**src/hdl/cobp_pkg.sv**
```systemverilog
`default_nettype none

package cobp_pkg;

    localparam int MAX_OBJECTS_DEF = 8;
    localparam int WORD_W          = 16;
    localparam int OBJ_WORDS       = 5;
    localparam int LANE_W          = 3;
    localparam int ASM_W           = 3;
    localparam int SUM_W           = WORD_W + 3;
    localparam int CFG_W           = 8;
    localparam int CFG_IDX_W       = 1;
    localparam int INDEX_W         = 6;

    localparam logic [WORD_W-1:0] SYNC_WORD   = 16'haa55;
    localparam logic [ASM_W-1:0]  BLOCK_WORDS = 3'd7;

    localparam logic [CFG_W-1:0] IDLE_LIMIT_RST = 8'd16;
    localparam logic [CFG_W-1:0] EMPTY_THR_RST  = 8'd5;

    localparam logic [CFG_IDX_W-1:0] REG_IDLE_LIMIT = 1'b0;
    localparam logic [CFG_IDX_W-1:0] REG_EMPTY_THR  = 1'b1;

    typedef enum logic [1:0] {
        S_IDLE,
        S_START,
        S_EMIT
    } t_emit_state;

    typedef struct packed {
        logic              en;
        logic [LANE_W-1:0] lane;
        logic [WORD_W-1:0] data;
    } t_blk_wr;

    typedef struct packed {
        logic done;
        logic completed;
        logic empty;
    } t_sess_end;

endpackage

`default_nettype wire

```
**src/hdl/cobp_session.sv**
```systemverilog
`default_nettype none

module cobp_session
    import cobp_pkg::*;
#(
    parameter int MAX_OBJECTS = MAX_OBJECTS_DEF,
    parameter int CW          = $clog2(MAX_OBJECTS + 1)
) (
    input  wire logic              i_clk,
    input  wire logic              i_rst_n,
    input  wire logic              i_acc,
    input  wire logic [WORD_W-1:0] i_word,
    input  wire logic [CFG_W-1:0]  i_idle_limit,
    input  wire logic [CFG_W-1:0]  i_empty_thr,
    output t_blk_wr                o_wr,
    output t_sess_end              o_end,
    output logic [CW-1:0]          o_obj_cnt
);

    logic              r_saving, n_saving;
    logic              r_pending, n_pending;
    logic              r_prev_sync, n_prev_sync;
    logic [CFG_W-1:0]  r_idle, n_idle;
    logic [ASM_W-1:0]  r_asm, n_asm;
    logic [CW-1:0]     r_obj_cnt, n_obj_cnt;
    logic [CFG_W-1:0]  r_esc, n_esc;
    logic [WORD_W-1:0] r_chk, n_chk;
    logic [SUM_W-1:0]  r_sum, n_sum;

    logic              is_sync;
    logic              is_zero;
    logic              keep_ok;
    logic [CFG_W:0]    idle_inc;
    logic              end_sess;
    logic              completed;

    assign is_sync  = (i_word == SYNC_WORD);
    assign is_zero  = (i_word == '0);
    assign keep_ok  = (r_asm == BLOCK_WORDS) && (r_sum == SUM_W'(r_chk))
                   && (r_obj_cnt < CW'(MAX_OBJECTS));
    assign idle_inc = (CFG_W + 1)'(r_idle) + (CFG_W + 1)'(1);

    always_comb begin
        n_saving    = r_saving;
        n_pending   = r_pending;
        n_prev_sync = r_prev_sync;
        n_idle      = r_idle;
        n_asm       = r_asm;
        n_obj_cnt   = r_obj_cnt;
        n_esc       = r_esc;
        n_chk       = r_chk;
        n_sum       = r_sum;
        end_sess    = 1'b0;
        completed   = 1'b0;
        o_wr.en     = 1'b0;
        o_wr.lane   = r_asm - ASM_W'(2);
        o_wr.data   = i_word;

        if (i_acc) begin
            if (!r_saving) begin
                if (is_sync) begin
                    n_obj_cnt   = '0;
                    n_saving    = 1'b1;
                    n_pending   = 1'b1;
                    n_prev_sync = 1'b0;
                    n_asm       = '0;
                    n_idle      = '0;
                end else if (idle_inc >= (CFG_W + 1)'(i_idle_limit)) begin
                    end_sess = 1'b1;
                end else begin
                    n_idle = idle_inc[CFG_W-1:0];
                end
            end else if (is_zero) begin
                if (!r_pending && keep_ok) begin
                    n_obj_cnt = r_obj_cnt + CW'(1);
                end
                end_sess  = 1'b1;
                completed = 1'b1;
            end else if (is_sync) begin
                if (r_prev_sync) begin
                    n_obj_cnt = '0;
                end else if (r_pending) begin
                    n_pending = 1'b0;
                end else if (keep_ok) begin
                    n_obj_cnt = r_obj_cnt + CW'(1);
                end
                n_prev_sync = 1'b1;
                n_asm       = ASM_W'(1);
                n_sum       = '0;
            end else begin
                n_prev_sync = 1'b0;
                if (!r_pending && r_asm != '0 && r_asm < BLOCK_WORDS) begin
                    if (r_asm == ASM_W'(1)) begin
                        n_chk = i_word;
                    end else begin
                        n_sum   = r_sum + SUM_W'(i_word);
                        o_wr.en = (r_obj_cnt < CW'(MAX_OBJECTS));
                    end
                    n_asm = r_asm + ASM_W'(1);
                end
            end
        end

        if (end_sess) begin
            if (completed) begin
                n_esc = '0;
            end else if (r_esc != '1) begin
                n_esc = r_esc + CFG_W'(1);
            end
            n_saving    = 1'b0;
            n_pending   = 1'b0;
            n_prev_sync = 1'b0;
            n_idle      = '0;
            n_asm       = '0;
        end

        o_end.done      = end_sess;
        o_end.completed = completed;
        o_end.empty     = (n_esc >= i_empty_thr);
    end

    always_ff @(posedge i_clk) begin
        if (!i_rst_n) begin
            r_saving    <= 1'b0;
            r_pending   <= 1'b0;
            r_prev_sync <= 1'b0;
            r_idle      <= '0;
            r_asm       <= '0;
            r_obj_cnt   <= '0;
            r_esc       <= '0;
        end else begin
            r_saving    <= n_saving;
            r_pending   <= n_pending;
            r_prev_sync <= n_prev_sync;
            r_idle      <= n_idle;
            r_asm       <= n_asm;
            r_obj_cnt   <= n_obj_cnt;
            r_esc       <= n_esc;
        end
    end

    always_ff @(posedge i_clk) begin
        r_chk <= n_chk;
        r_sum <= n_sum;
    end

    assign o_obj_cnt = r_obj_cnt;

endmodule

`default_nettype wire

```
**src/hdl/camera_object_block_parser_core.sv**
```systemverilog
// Channel | Direction | Handshake                  | Payload
// in      | input     | i_in_valid / o_in_stall    | i_camera_word
// out     | output    | o_out_valid / i_out_stall  | o_object_valid .. o_last_of_run
// cfg     | input     | i_cfg_we                   | i_cfg_idx, i_cfg_data
//
// A word that does not end a session does not stall the input.
// A session-ending word moves the emitter to its start state; with no stored
// objects it emits one record with o_object_valid low, else it starts the
// object memory read, then emits one object per cycle from the single read port
// of the object memory, fewer when the output side stalls. Input is stalled
// while a run is being emitted. Reset is synchronous and needs no clearing pass.
`default_nettype none

module camera_object_block_parser_core
    import cobp_pkg::*;
#(
    parameter int MAX_OBJECTS = MAX_OBJECTS_DEF
) (
    input  wire logic                 i_clk,
    input  wire logic                 i_rst_n,
    input  wire logic                 i_in_valid,
    output logic                      o_in_stall,
    input  wire logic [WORD_W-1:0]    i_camera_word,
    output logic                      o_out_valid,
    input  wire logic                 i_out_stall,
    output logic                      o_object_valid,
    output logic [INDEX_W-1:0]        o_object_index,
    output logic [WORD_W-1:0]         o_signature_id,
    output logic [WORD_W-1:0]         o_pos_x,
    output logic [WORD_W-1:0]         o_pos_y,
    output logic [WORD_W-1:0]         o_object_width,
    output logic [WORD_W-1:0]         o_object_height,
    output logic                      o_session_completed,
    output logic                      o_frame_empty,
    output logic                      o_last_of_run,
    input  wire logic                 i_cfg_we,
    input  wire logic [CFG_IDX_W-1:0] i_cfg_idx,
    input  wire logic [CFG_W-1:0]     i_cfg_data
);

    localparam int CW = $clog2(MAX_OBJECTS + 1);
    localparam int RW = (MAX_OBJECTS > 1) ? $clog2(MAX_OBJECTS) : 1;

    logic [CFG_W-1:0] r_idle_limit;
    logic [CFG_W-1:0] r_empty_thr;

    t_blk_wr   blk_wr;
    t_sess_end sess_end;
    logic [CW-1:0] obj_cnt;
    logic          in_acc;

    t_emit_state r_state, n_state;
    logic [RW-1:0] r_k, n_k;
    logic          r_completed;
    logic          r_empty;

    logic [OBJ_WORDS-1:0][WORD_W-1:0] r_mem [MAX_OBJECTS];
    logic [OBJ_WORDS-1:0][WORD_W-1:0] r_rd_data;
    logic          rd_en;
    logic [RW-1:0] rd_row;

    logic          out_free;
    logic          load;
    logic          load_obj;
    logic          n_out_valid;
    logic          n_last;
    logic          is_last;

    assign in_acc     = i_in_valid && !o_in_stall;
    assign o_in_stall = (r_state != S_IDLE);

    always_ff @(posedge i_clk) begin
        if (!i_rst_n) begin
            r_idle_limit <= IDLE_LIMIT_RST;
            r_empty_thr  <= EMPTY_THR_RST;
        end else if (i_cfg_we) begin
            case (i_cfg_idx)
                REG_IDLE_LIMIT: r_idle_limit <= i_cfg_data;
                REG_EMPTY_THR:  r_empty_thr  <= i_cfg_data;
                default: ;
            endcase
        end
    end

    cobp_session #(
        .MAX_OBJECTS (MAX_OBJECTS),
        .CW          (CW)
    ) u_session (
        .i_clk        (i_clk),
        .i_rst_n      (i_rst_n),
        .i_acc        (in_acc),
        .i_word       (i_camera_word),
        .i_idle_limit (r_idle_limit),
        .i_empty_thr  (r_empty_thr),
        .o_wr         (blk_wr),
        .o_end        (sess_end),
        .o_obj_cnt    (obj_cnt)
    );

    // object memory: one row per object, one word lane written at a time
    always_ff @(posedge i_clk) begin
        if (blk_wr.en) begin
            r_mem[obj_cnt[RW-1:0]][blk_wr.lane] <= blk_wr.data;
        end
    end

    always_ff @(posedge i_clk) begin
        if (rd_en) begin
            r_rd_data <= r_mem[rd_row];
        end
    end

    assign out_free = !o_out_valid || !i_out_stall;
    assign is_last  = ((CW + 1)'(r_k) + (CW + 1)'(1)) == (CW + 1)'(obj_cnt);

    always_comb begin
        n_state     = r_state;
        n_k         = r_k;
        rd_en       = 1'b0;
        rd_row      = r_k;
        load        = 1'b0;
        load_obj    = 1'b0;
        n_last      = 1'b0;
        n_out_valid = o_out_valid && i_out_stall;

        case (r_state)
            S_IDLE: begin
                if (sess_end.done) begin
                    n_state = S_START;
                end
            end
            S_START: begin
                if (obj_cnt == '0) begin
                    if (out_free) begin
                        load        = 1'b1;
                        n_last      = 1'b1;
                        n_out_valid = 1'b1;
                        n_state     = S_IDLE;
                    end
                end else begin
                    rd_en   = 1'b1;
                    rd_row  = '0;
                    n_k     = '0;
                    n_state = S_EMIT;
                end
            end
            S_EMIT: begin
                if (out_free) begin
                    load        = 1'b1;
                    load_obj    = 1'b1;
                    n_last      = is_last;
                    n_out_valid = 1'b1;
                    if (is_last) begin
                        n_state = S_IDLE;
                    end else begin
                        rd_en  = 1'b1;
                        rd_row = r_k + RW'(1);
                        n_k    = r_k + RW'(1);
                    end
                end
            end
            default: begin
                n_state = S_IDLE;
            end
        endcase
    end

    always_ff @(posedge i_clk) begin
        if (!i_rst_n) begin
            r_state     <= S_IDLE;
            o_out_valid <= 1'b0;
        end else begin
            r_state     <= n_state;
            o_out_valid <= n_out_valid;
        end
    end

    always_ff @(posedge i_clk) begin
        r_k <= n_k;
        if (sess_end.done) begin
            r_completed <= sess_end.completed;
            r_empty     <= sess_end.empty;
        end
        if (load) begin
            o_object_valid      <= load_obj;
            o_object_index      <= load_obj ? INDEX_W'(r_k) : '0;
            o_signature_id      <= load_obj ? r_rd_data[0] : '0;
            o_pos_x             <= load_obj ? r_rd_data[1] : '0;
            o_pos_y             <= load_obj ? r_rd_data[2] : '0;
            o_object_width      <= load_obj ? r_rd_data[3] : '0;
            o_object_height     <= load_obj ? r_rd_data[4] : '0;
            o_session_completed <= r_completed;
            o_frame_empty       <= r_empty;
            o_last_of_run       <= n_last;
        end
    end

endmodule

`default_nettype wire
```
**config.mk**
```make
export PLATFORM = sky130hd
export DESIGN_NAME = camera_object_block_parser_core
export DESIGN_NICKNAME = d
export VERILOG_FILES = /design/src/hdl/cobp_pkg.sv /design/src/hdl/cobp_session.sv /design/src/hdl/camera_object_block_parser_core.sv
export SDC_FILE = /design/constraint.sdc
export NUM_CORES = 1
export LEC_CHECK = 0
export ABC_AREA = 1
export ABC_CLOCK_PERIOD_IN_PS = 8800
export BUFFER_PORTS_ARGS = -buffer_cell sky130_fd_sc_hd__clkbuf_2
export CAP_MARGIN = 10
export CORE_MARGIN = 3
export CORE_UTILIZATION = 45
export CTS_BUF_LIST = sky130_fd_sc_hd__clkbuf_16
export DETAILED_ROUTE_END_ITERATION = 10
export PLACE_DENSITY = 0.69
export SYNTH_ARGS = -nofsm -noshare
export SYNTH_HDL_FRONTEND = slang
export SYNTH_SLANG_ARGS = --single-unit
```
**constraint.sdc**
```tcl
create_clock -name i_clk -period 8.8 [get_ports i_clk]
set_clock_uncertainty 0.1 [all_clocks]
set_input_delay 0.88 -clock i_clk [delete_from_list [all_inputs] [get_ports i_clk]]
set_output_delay 0.88 -clock i_clk [all_outputs]
set_load 0.1 [all_outputs]
```
Word level (Yosys, flattened, before mapping)

Memory sizes are Yosys's and may differ from the RTL's. A register that Yosys moved wholly into a read port is not among the register bits.
Cells that the tools add are included.

Register bits: 175
Bits in latches: 0
RAM bits: 640
ROM bits: 0
Input bits: 30
Output and inout port bits: 92
Logic and storage cells: 168
Memories: 1

Memories:

| memory | words | bits a word | read ports | clocked after memory_dff | wr ports | line                                  | RTL |
|---|---|---|---|---|---|---|---|
| r_mem  | 8     | 80          | 1          | 1                        | 1        | camera_object_block_parser_core.sv:57 | `logic [OBJ_WORDS-1:0][WORD_W-1:0] r_mem [MAX_OBJECTS];` |

$add $sub $neg: 8
Multipliers: 0
Div/mod/pow operators: 0
Order comparisons: 6
Eq/ne operators: 19
Shift operators: 0
Muxes and demuxes: 70
Bitwise operators: 5
Reductions and logical operators: 32

Operators by type and width:

| operator               | number |
|---|---|
| $mux W80               | 1 |
| $demux W16 S3          | 1 |
| $mux W8                | 5 |
| $mux W19               | 2 |
| $mux W1                | 33 |
| $mux W4                | 8 |
| $mux W3                | 8 |
| $add A19 B16 Y19       | 1 |
| $eq A19 B16 Y1         | 1 |
| $eq A16 B16 Y1 const B | 1 |
| $logic_not A16 Y1      | 1 |
| $mux W16               | 1 |
| $reduce_and A4 Y1      | 3 |
| $reduce_and A6 Y1      | 2 |
| $mux W2                | 5 |
| $add A8 B1 Y9 const B  | 1 |
| $ge A9 B8 Y1           | 1 |
| $add A8 B1 Y8 const B  | 1 |
| $ge A8 B8 Y1           | 1 |
| $logic_and A1 B1 Y1    | 8 |
| $ne A2 B2 Y1 const B   | 4 |
| $ne A4 B4 Y1 const B   | 2 |
| $ne A8 B8 Y1 const B   | 1 |
| $pmux W1 S2            | 4 |
| other kinds (28)       | 44 |

Logic depth before layout (Yosys ltp)

Gate-level depths: netlist of the first run.

Word-level depth: 10
Gate-level depth with buffers: 27
Depth with buffers taken out: 26

Cells and area by module

Synthesis of the first run repeated with hierarchy kept, for this count alone.

Cells, all modules: 4020
Area, all modules: 40570.2 µm²

Modules (own cells, without submodules):

| module                          | instances | cells an instance | area an instance (µm²) | sequential area each (µm²) |
|---|---|---|---|---|
| camera_object_block_parser_core | 1         | 3394              | 35973.3                | 24733.7 |
| cobp_session                    | 1         | 626               | 4596.9                 | 1571.5 |

Worst setup path before layout of the first run

No wires, ideal clock.

Path kind: register to register
Start: register u_session.r_obj_cnt[0] (netlist: u_session.o_obj_cnt[0])
End: register r_rd_data[0] in the netlist's numbering (read register of r_mem) (enable)
Setup time: 629 ps
Arrival time: 6462 ps
Required time: 8071 ps
Path slack: 1609 ps
Cell stages (with the launch flop): 6
Path buffers: 0
Period minus slack after synthesis: 7191 ps
Path through: dfxtp_1 > inv_2 > ha_1 > nand2_1 > nand2_1 > o21ai_0

Word-level cells in the longest chain between the ends: 4
Elaborated cells between the ends (all ways): 10
Classes of those cells: eq/ne: 1; mux: 8; reduce/logical: 1

Ends and longest elaborated chain:

| item                   | line                                   | RTL |
|---|---|---|
| from (decl)            | cobp_session.sv:25                     | `logic [CW-1:0] r_obj_cnt, n_obj_cnt;` |
| from (signal assigned) | cobp_session.sv:137                    | `r_obj_cnt <= n_obj_cnt;` |
| $eq A4 B4 Y1           | camera_object_block_parser_core.sv:114 | `assign is_last = ((CW + 1)'(r_k) + (CW + 1)'(1)) == (CW + 1)'(obj_cnt);` |
| $mux W1                | camera_object_block_parser_core.sv:153 | `if (is_last) begin` |
| $mux W1                | camera_object_block_parser_core.sv:148 | `if (out_free) begin` |
| $pmux W1 S2 *          | camera_object_block_parser_core.sv:126 | `case (r_state)` |
| via rd_en              | camera_object_block_parser_core.sv:59  | `logic rd_en;` |
| to (decl)              | camera_object_block_parser_core.sv:58  | `logic [OBJ_WORDS-1:0][WORD_W-1:0] r_rd_data;` |

Mark *: on every way through the listed nets, which the timed path passes. The rest lies on a longest branch.
A chain may end at the register's enable or synchronous reset.

Worst setup path after layout of the first run

Start: register r_k[0]
End: register r_rd_data[24] in the netlist's numbering (read register of r_mem), data pin

Word-level cells in the longest chain between the ends: 5
Elaborated cells between the ends (all ways): 10
Classes of those cells: add/sub: 2; eq/ne: 1; mux: 7

Ends and longest elaborated chain:

| item                                                   | line                                   | RTL |
|---|---|---|
| from (decl)                                            | camera_object_block_parser_core.sv:53  | `logic [RW-1:0] r_k, n_k;` |
| from (signal assigned)                                 | camera_object_block_parser_core.sv:179 | `r_k <= n_k;` |
| $add A3 B1 Y4                                          | camera_object_block_parser_core.sv:114 |  |
| $eq A4 B4 Y1                                           | camera_object_block_parser_core.sv:114 |  |
| $mux W3 / $mux W1 (equally long branches) (2 in a row) | --                                     |  |
| $pmux W3 S2 / $pmux W1 S2 (equally long branches)      | --                                     |  |

Parallel ways exist; a longest one is shown, timed or not.

==> results of run 1 <==
[worst max-delay path, delay by kind of cell (launching register included)]
| kind | cells | cell delay (ns) |
|---|---|---|
| simple gates | 11 | 1.65 |
| fa+ha+maj | 1 | 0.30 |
| buf+inv | 3 | 1.69 |
| flops | 1 | 0.50 |
[metal layers]
layer / vias up / track usage / routed length, um
li1: 13020 / - / -
met1: 13020 / 0.2917 / 40550
met2: 1160 / 0.3548 / 46460
met3: 195 / 0.03125 / 8298
met4: 0 / 0.06912 / 2821
met5: - / 0 / 0
[layout make-up]
cell class	count	area, sq um	share of cell area
timing repair buffer	191	1151	0.02582
tap	1155	1445	0.03242
inverter	836	3139	0.07042
sequential	892	26310	0.5900
multi-input combinational	2027	9567	0.2146
clock inverter	77	571.8	0.01283
clock buffer	96	2402	0.05389
[cell usage in the layout (no fill, tap or decap), types with 6 or more instances in the layout]
cell type,instances
or2_2,13
inv_1,853
xor2_1,10
edfxtp_1,844
o21ai_0,44
clkbuf_16,96
buf_4,72
inv_2,10
nor3_1,10
nand3_1,766
dfxtp_1,48
clkinv_1,17
xnor2_1,7
clkbuf_2,118
a21oi_1,69
nand2_1,807
clkinv_2,15
bufinv_16,8
nand4_1,21
nor2_2,6
ha_1,44
nor2_1,180
[power by group through the flow]
stage / logic (mW) / registers, mW / clock network [mW]
after floorplan: 1.18 / 4.78 / 0
after CTS: 1.60 / 4.70 / 3.87
final: 1.59 / 4.70 / 3.81
after global placement: 1.55 / 4.79 / 0
after global routing: 1.80 / 4.70 / 4.04
after detailed placement: 1.58 / 4.79 / 0
[path summary, 6_finish.rpt]
kind              slack [ns]  depth (start not counted)                           to                         from
setup reg to reg        4.12                         15      r_rd_data[24]$_DFFE_PP_               r_k[0]$_DFF_P_
setup / recovery        4.12                         15      r_rd_data[24]$_DFFE_PP_               r_k[0]$_DFF_P_
hold reg to reg         0.36                          2  r_empty_thr[3]$_SDFFE_PN0P_  r_empty_thr[3]$_SDFFE_PN0P_
hold / removal          0.36                          2  r_empty_thr[3]$_SDFFE_PN0P_  r_empty_thr[3]$_SDFFE_PN0P_
[kinds of logic after synthesis]
| kind of cell | Yosys count | synth area share |
|---|---|---|
| AOI/OAI and AO/OA | 138 | 0.01920 |
| xor gates and xnor gates | 17 | 0.003746 |
| adders and majority gates | 45 | 0.01436 |
| buffers and inverters | 1020 | 0.09992 |
| DFF | 892 | 0.6619 |
| other | 1 | 0.00009435 |
| and+or+nand+nor | 1824 | 0.2008 |
[per-stage QoR]
stage	instances	power, mW	setup WS [ns]	utilization	cell area [sq um]
after floorplan	3939	5.965	1.609	-	39750
final	5274	10.09	4.119	0.5115	44580
after global routing	5274	10.54	3.796	0.5115	44580
after CTS	5274	10.16	4.110	0.5115	44580
after detailed placement	5101	6.369	3.692	0.4774	41610
after global placement	5101	6.339	3.823	0.4774	41610
[registers in the layout (all words and copies together) (netlist names), 2 cells and up]
register / cells
o_object_width: 16
r_state: 2
r_idle_limit: 8
u_session.r_chk: 16
u_session.r_asm: 3
o_pos_x: 16
r_k: 3
r_mem: 640
u_session.r_esc: 8
r_empty_thr: 8
o_object_height: 16
r_rd_data: 80
u_session.r_idle: 8
o_pos_y: 16
o_signature_id: 16
u_session.o_obj_cnt: 4
o_object_index: 3
u_session.r_sum: 19
==> impl_metrics.env, run 1 <==
export IMPL_vias=27390
export IMPL_outcome="completed"
export IMPL_crit_path_max_incr_delay_ns=0.82
export IMPL_combinationalPowerShare=0.157
export IMPL_slowest_stage="buf_4"
export IMPL_p_leak_nw=19.75
export IMPL_peakVddDrop_mv=0.1658
export IMPL_synth_seq_cells=892
export IMPL_tightest_slew_ns=1.147
export IMPL_syn_cell_area_sq_mm=0.03974
export IMPL_fmax_mhz=213.6
export IMPL_avgSynthCellArea_sq_um=10.10
export IMPL_clkLatencyLatePin_ns=0.65
export IMPL_cp_max_fo=125
export IMPL_grt_antenna_before_repair=0
export IMPL_switchingPower_mw=2.730
export IMPL_grt_ovfl_total=0
export IMPL_fillerInstances=7617
export IMPL_grt_pass1_wl_um=151200
export IMPL_htreeDepth=3
export IMPL_rows=108
export IMPL_synthTopCellsByArea="edfxtp_1, nand3_1, inv_1"
export IMPL_drive_gt1_frac=0.08910
export IMPL_grt_total_usage=0.2140
export IMPL_setup_tns_ns=0
export IMPL_synth_warnings=0
export IMPL_layout_nets=4117
export IMPL_clk_pin_slew_ns=0.06
export IMPL_ys_types=44
export IMPL_slew_violations=0
export IMPL_tritoncts="yes"
export IMPL_netSwitchingFraction=0.2705
export IMPL_ios=122
export IMPL_fp_dieW_um=303.2
export IMPL_max_cap_violations=0
export IMPL_viasPerCell=5.193
export IMPL_crit_chain="ha_1, inv_1, nand2_1, nand2_1, nor2_2, nand3_2, nand3_2, nand2_8, buf_4, buf_4, nand3_1, nand3_1, nand2_1, nand2_1, nand2_1"
export IMPL_wl_um=98130
export IMPL_hold_violations=0
export IMPL_synth_edff_count=844
export IMPL_endpoint_kind="flip-flop"
export IMPL_clockPowerShare=0.377
export IMPL_synth_top_area_frac=0.6377
export IMPL_rsz0062_at_grt="false"
export IMPL_grt_pass1_vias=26150
export IMPL_numCtsBuffers=94
export IMPL_grt_max_degree=161
export IMPL_period_needed_ns=4.681
export IMPL_port_buffers=118
export IMPL_dp_hpwl_um=51690
export IMPL_crit_top_cell="nand2_1"
export IMPL_root_buffer="clkbuf_16"
export IMPL_async_flop_share=0
export IMPL_start_kind="flip-flop"
export IMPL_drt_pre_antenna_iters=6
export IMPL_gp_congestion=0.8557
export IMPL_p_per_area_mw_per_mm2=226.4
export IMPL_fin_hold_ws_ns=0.3591
export IMPL_drtIter0Drc=2609
export IMPL_start_util=0.4560
export IMPL_area_delta_synth_final_pct=12.17
export IMPL_synthTopCellsByCount="edfxtp_1, inv_1, nand2_1"
export IMPL_slew_limit_headroom=0.2352
export IMPL_chipHeight_um=303.2
export IMPL_clkSinkCount=892
export IMPL_setup_viol=0
export IMPL_drt_antenna_violating_nets=0
export IMPL_postCtsHoldBufs=0
export IMPL_post_cts_resized=0
export IMPL_cp_required_ns=9.09
export IMPL_synth_most_common_cell="edfxtp_1"
export IMPL_synth_largest_area_cell="edfxtp_1"
export IMPL_hp_class="reg -> reg"
export IMPL_netlist_instances=3937
export IMPL_post_drt_wl_per_cell_um=18.61
export IMPL_drc_errors=0
export IMPL_path_class="reg -> reg"
export IMPL_p_int_mw=7.363
export IMPL_crit_arrival_ns=4.97
export IMPL_postCtsSetupRepairBufs=0
export IMPL_synthFlopType="edfxtp_1"
export IMPL_finalCritPeriodShare=0.5319
export IMPL_diodes=0
export IMPL_fp_dieArea_sq_mm=0.09192
export IMPL_clockBufferDepth=3
export IMPL_yosysSeqAreaShare=0.6619
export IMPL_core_area_sq_mm=0.08716
export IMPL_pwr_share_seq=0.465
Power figures use the tool's default switching activity.
==> run 2: changes to the inputs <==
--- a/config.mk
+++ b/config.mk
@@ -5,8 +5,8 @@
 export SDC_FILE = /design/constraint.sdc
 export NUM_CORES = 1
 export LEC_CHECK = 0
-export ABC_AREA = 1
-export ABC_CLOCK_PERIOD_IN_PS = 8800
+export ABC_AREA = 0
+export ABC_CLOCK_PERIOD_IN_PS = 4500
 export BUFFER_PORTS_ARGS = -buffer_cell sky130_fd_sc_hd__clkbuf_2
 export CAP_MARGIN = 10
 export CORE_MARGIN = 3
==> constraint.sdc (replaced) <==
create_clock -name i_clk -period 4.5 [get_ports i_clk]
set_clock_uncertainty 0.1 [all_clocks]
set_input_delay 0.45 -clock i_clk [delete_from_list [all_inputs] [get_ports i_clk]]
set_output_delay 0.45 -clock i_clk [all_outputs]
set_load 0.1 [all_outputs]
==> run 2 against run 1 <==
The flow now finishes with violations (slew limit); combinational power is 64% lower; synthesized cell count is 36% lower; area after synthesis is 11% lower; sequential power is 94% higher; global-route usage is 1.3 points lower; worst setup slack worse by 3.8 ns; sequential share of layout area is 5.7 points higher; via count is 22% lower; first-iteration DRC count is 19% lower; wire length is 15% lower; design area is 8.8% lower; critical path type unchanged; largest power group unchanged.
==> impl_metrics.env, run 2 <==
export IMPL_outcome="finished, violations left"
export IMPL_violations="slew limit"
export IMPL_port_buffers=118
export IMPL_crit_arrival_ns=4.49
export IMPL_fillerInstances=6233
export IMPL_period_needed_ns=4.217
export IMPL_root_buffer="clkbuf_16"
export IMPL_pwr_share_seq=0.537
export IMPL_postCtsSetupRepairBufs=0
export IMPL_viasPerCell=5.587
export IMPL_synth_top_area_frac=0.7150
export IMPL_p_leak_nw=14.14
export IMPL_cp_required_ns=4.77
export IMPL_crit_chain="and3_2, and3_1, nand3_1, xnor2_1, ha_1, nand4_1, o21bai_2, o2111a_4, a21oi_4, a21oi_2, xor2_1, nand2_1, ha_1, nand2b_1, a21o_1, a21o_1, a21o_1, a21o_1, a21oi_1, o21ai_0"
export IMPL_crit_top_cell="a21o_1"
export IMPL_multi_input_area_sq_mm=0.008484
export IMPL_fp_dieArea_sq_mm=0.08217
export IMPL_fin_hold_ws_ns=0.04110
export IMPL_r2r_slack_ns=0.28
export IMPL_crit_path_max_incr_delay_ns=0.41
export IMPL_p_per_area_mw_per_mm2=417.6
export IMPL_instances_no_fill=3820
export IMPL_vias=21340
export IMPL_post_route_util=0.5228
export IMPL_rows=102
export IMPL_cp_max_fo=5
export IMPL_dp_hpwl_um=46980
export IMPL_path_class="reg -> reg"
export IMPL_dp_slack_ns=0.1675
export IMPL_combinationalPowerShare=0.034
export IMPL_async_flop_share=0
export IMPL_largest_register_ffs=640
export IMPL_synthTopCellsByCount="edfxtp_1, nand2_1, nand3_1"
export IMPL_ios=122
export IMPL_final_cell_mix="edfxtp_1, nand2_1, nand3_1"
export IMPL_setup_slack_ns=0.2825
export IMPL_worst_path_buf_inv=0
export IMPL_synthFlopType="edfxtp_1"
export IMPL_rsz0062_at_grt="false"
export IMPL_slew_violations=150
export IMPL_crit_family="compound AO/OA/AOI/OAI gates"
export IMPL_ys_types=74
export IMPL_numCtsBuffers=90
export IMPL_netlist_instances=2525
export IMPL_wl_um=83230
export IMPL_start_util=0.4561
export IMPL_synthTopCellsByArea="edfxtp_1, nand2_1, and3_1"
export IMPL_setup_tns_ns=0
export IMPL_grt_ovfl_total=0
export IMPL_drive_gt1_frac=0.1364
export IMPL_hold_violations=0
export IMPL_syn_cell_area_sq_mm=0.03545
export IMPL_avgSynthCellArea_sq_um=14.04
export IMPL_synth_seq_cells=892
export IMPL_post_drt_wl_per_cell_um=21.79
export IMPL_clkSinkCount=892
export IMPL_peakVddDrop_mv=0.3102
export IMPL_grt_total_usage=0.2011
export IMPL_htreeDepth=3
export IMPL_layout_nets=2780
export IMPL_synth_warnings=0
export IMPL_grt_max_degree=241
export IMPL_endpoint_kind="flip-flop"
export IMPL_hp_class="in -> reg"
export IMPL_chipHeight_um=286.7
export IMPL_switchingPower_mw=3.530
export IMPL_tritoncts="yes"
export IMPL_max_cap_violations=0
export IMPL_clkLatencyLatePin_ns=0.64
export IMPL_post_place_cells=3645
export IMPL_grt_antenna_before_repair=5
export IMPL_clockBufferDepth=3
export IMPL_seq_area_sq_mm=0.02631
export IMPL_netSwitchingFraction=0.2080
export IMPL_drtIter0Drc=2113
export IMPL_fmax_mhz=237.1
export IMPL_slowest_stage="dfxtp_1"
export IMPL_drt_pre_antenna_iters=5
export IMPL_slew_limit_headroom=-0.09157
export IMPL_clk_pin_slew_ns=0.06
export IMPL_clockPowerShare=0.430
export IMPL_drt_antenna_violating_nets=0
export IMPL_finalCritPeriodShare=0.9372
export IMPL_power_mw=16.97
export IMPL_yosysSeqAreaShare=0.7421
export IMPL_grt_pass1_vias=21030
export IMPL_placed_area_sq_mm=0.03763
export IMPL_area_delta_synth_final_pct=14.64
export IMPL_gp_congestion=0.8243
export IMPL_drc_errors=0
export IMPL_start_kind="flip-flop"
export IMPL_core_area_sq_mm=0.07772
export IMPL_setup_viol=0
export IMPL_synth_most_common_cell="edfxtp_1"
export IMPL_grt_pass1_wl_um=125400
export IMPL_tightest_slew_ns=1.637
export IMPL_fp_dieW_um=286.7
export IMPL_p_int_mw=13.44
export IMPL_final_common_cell="edfxtp_1"
export IMPL_synth_edff_count=844
export IMPL_synth_largest_area_cell="edfxtp_1"
export IMPL_stdcell_area_sq_mm=0.04064
## run 2: power by group through the flow
stage / logic (mW) / clock network [mW] / registers, mW
6_report: 0.570 / 7.29 / 9.11
5_1_grt: 0.608 / 7.77 / 9.10
4_1_cts: 0.569 / 7.42 / 9.11
3_5_place_dp: 0.561 / 0 / 9.28
3_3_place_gp: 0.550 / 0 / 9.28
2_1_floorplan: 0.186 / 0 / 9.44
## run 2: layer usage
metal,vias up,GRT usage,share of wire
met5,-,0,0.00032
met3,139,0.03598,0.078
met4,4,0.07945,0.033
li1,9751,-,-
met2,831,0.3265,0.47
met1,10620,0.2704,0.41
## run 2: worst paths after layout
check	startpoint	to	depth (start not counted)
max	u_session.r_idle[0]$_SDFFE_PP0P_	r_empty$_DFFE_PN_	20
max reg2reg	u_session.r_idle[0]$_SDFFE_PP0P_	r_empty$_DFFE_PN_	20
min reg2reg	r_empty$_DFFE_PN_	o_frame_empty$_DFFE_PP_	0
min	i_camera_word[13]	u_session.r_chk[13]$_DFFE_PP_	1
## run 2: cell type report
cell class,count,area share
repair buffers,221,0.03621
inverters,40,0.003880
well taps,1040,0.03202
diodes,1,0.00006158
clock buffers,92,0.05665
multi-input cells,1460,0.2088
clock inverters,74,0.01506
flip-flops and latches,892,0.6473
## run 2: kinds of logic (layout without fill, tap and decap cells)
group,Yosys count,after routing,share of synthesized area
and+or+nand+nor,1066,1066,0.1394
xor gates and xnor gates,37,37,0.009531
adders and majority gates,45,45,0.01610
DFF,892,892,0.7421
AOI/OAI and AO/OA,222,222,0.04741
muxes,87,87,0.02457
buffers and inverters,175,427,0.02076
other,1,4,0.0001058
## run 2: worst register-to-register path, stage by stage (launching register included)
cell and delay, ns:
dfxtp_1 0.41, and3_2 0.27, and3_1 0.21, nand3_1 0.10, xnor2_1 0.17, ha_1 0.32, nand4_1 0.11, o21bai_2 0.17
o2111a_4 0.25, a21oi_4 0.04, a21oi_2 0.21, xor2_1 0.21, nand2_1 0.08, ha_1 0.26, nand2b_1 0.14, a21o_1 0.17
a21o_1 0.17, a21o_1 0.17, a21o_1 0.17, a21oi_1 0.12, o21ai_0 0.10
## run 2: what timing repair did
item                                    CTS  global route
hold buffers                              8             0
endpoints found under the setup margin    0             1
gates resized for setup                   0             3
endpoints found under the hold margin    16             0
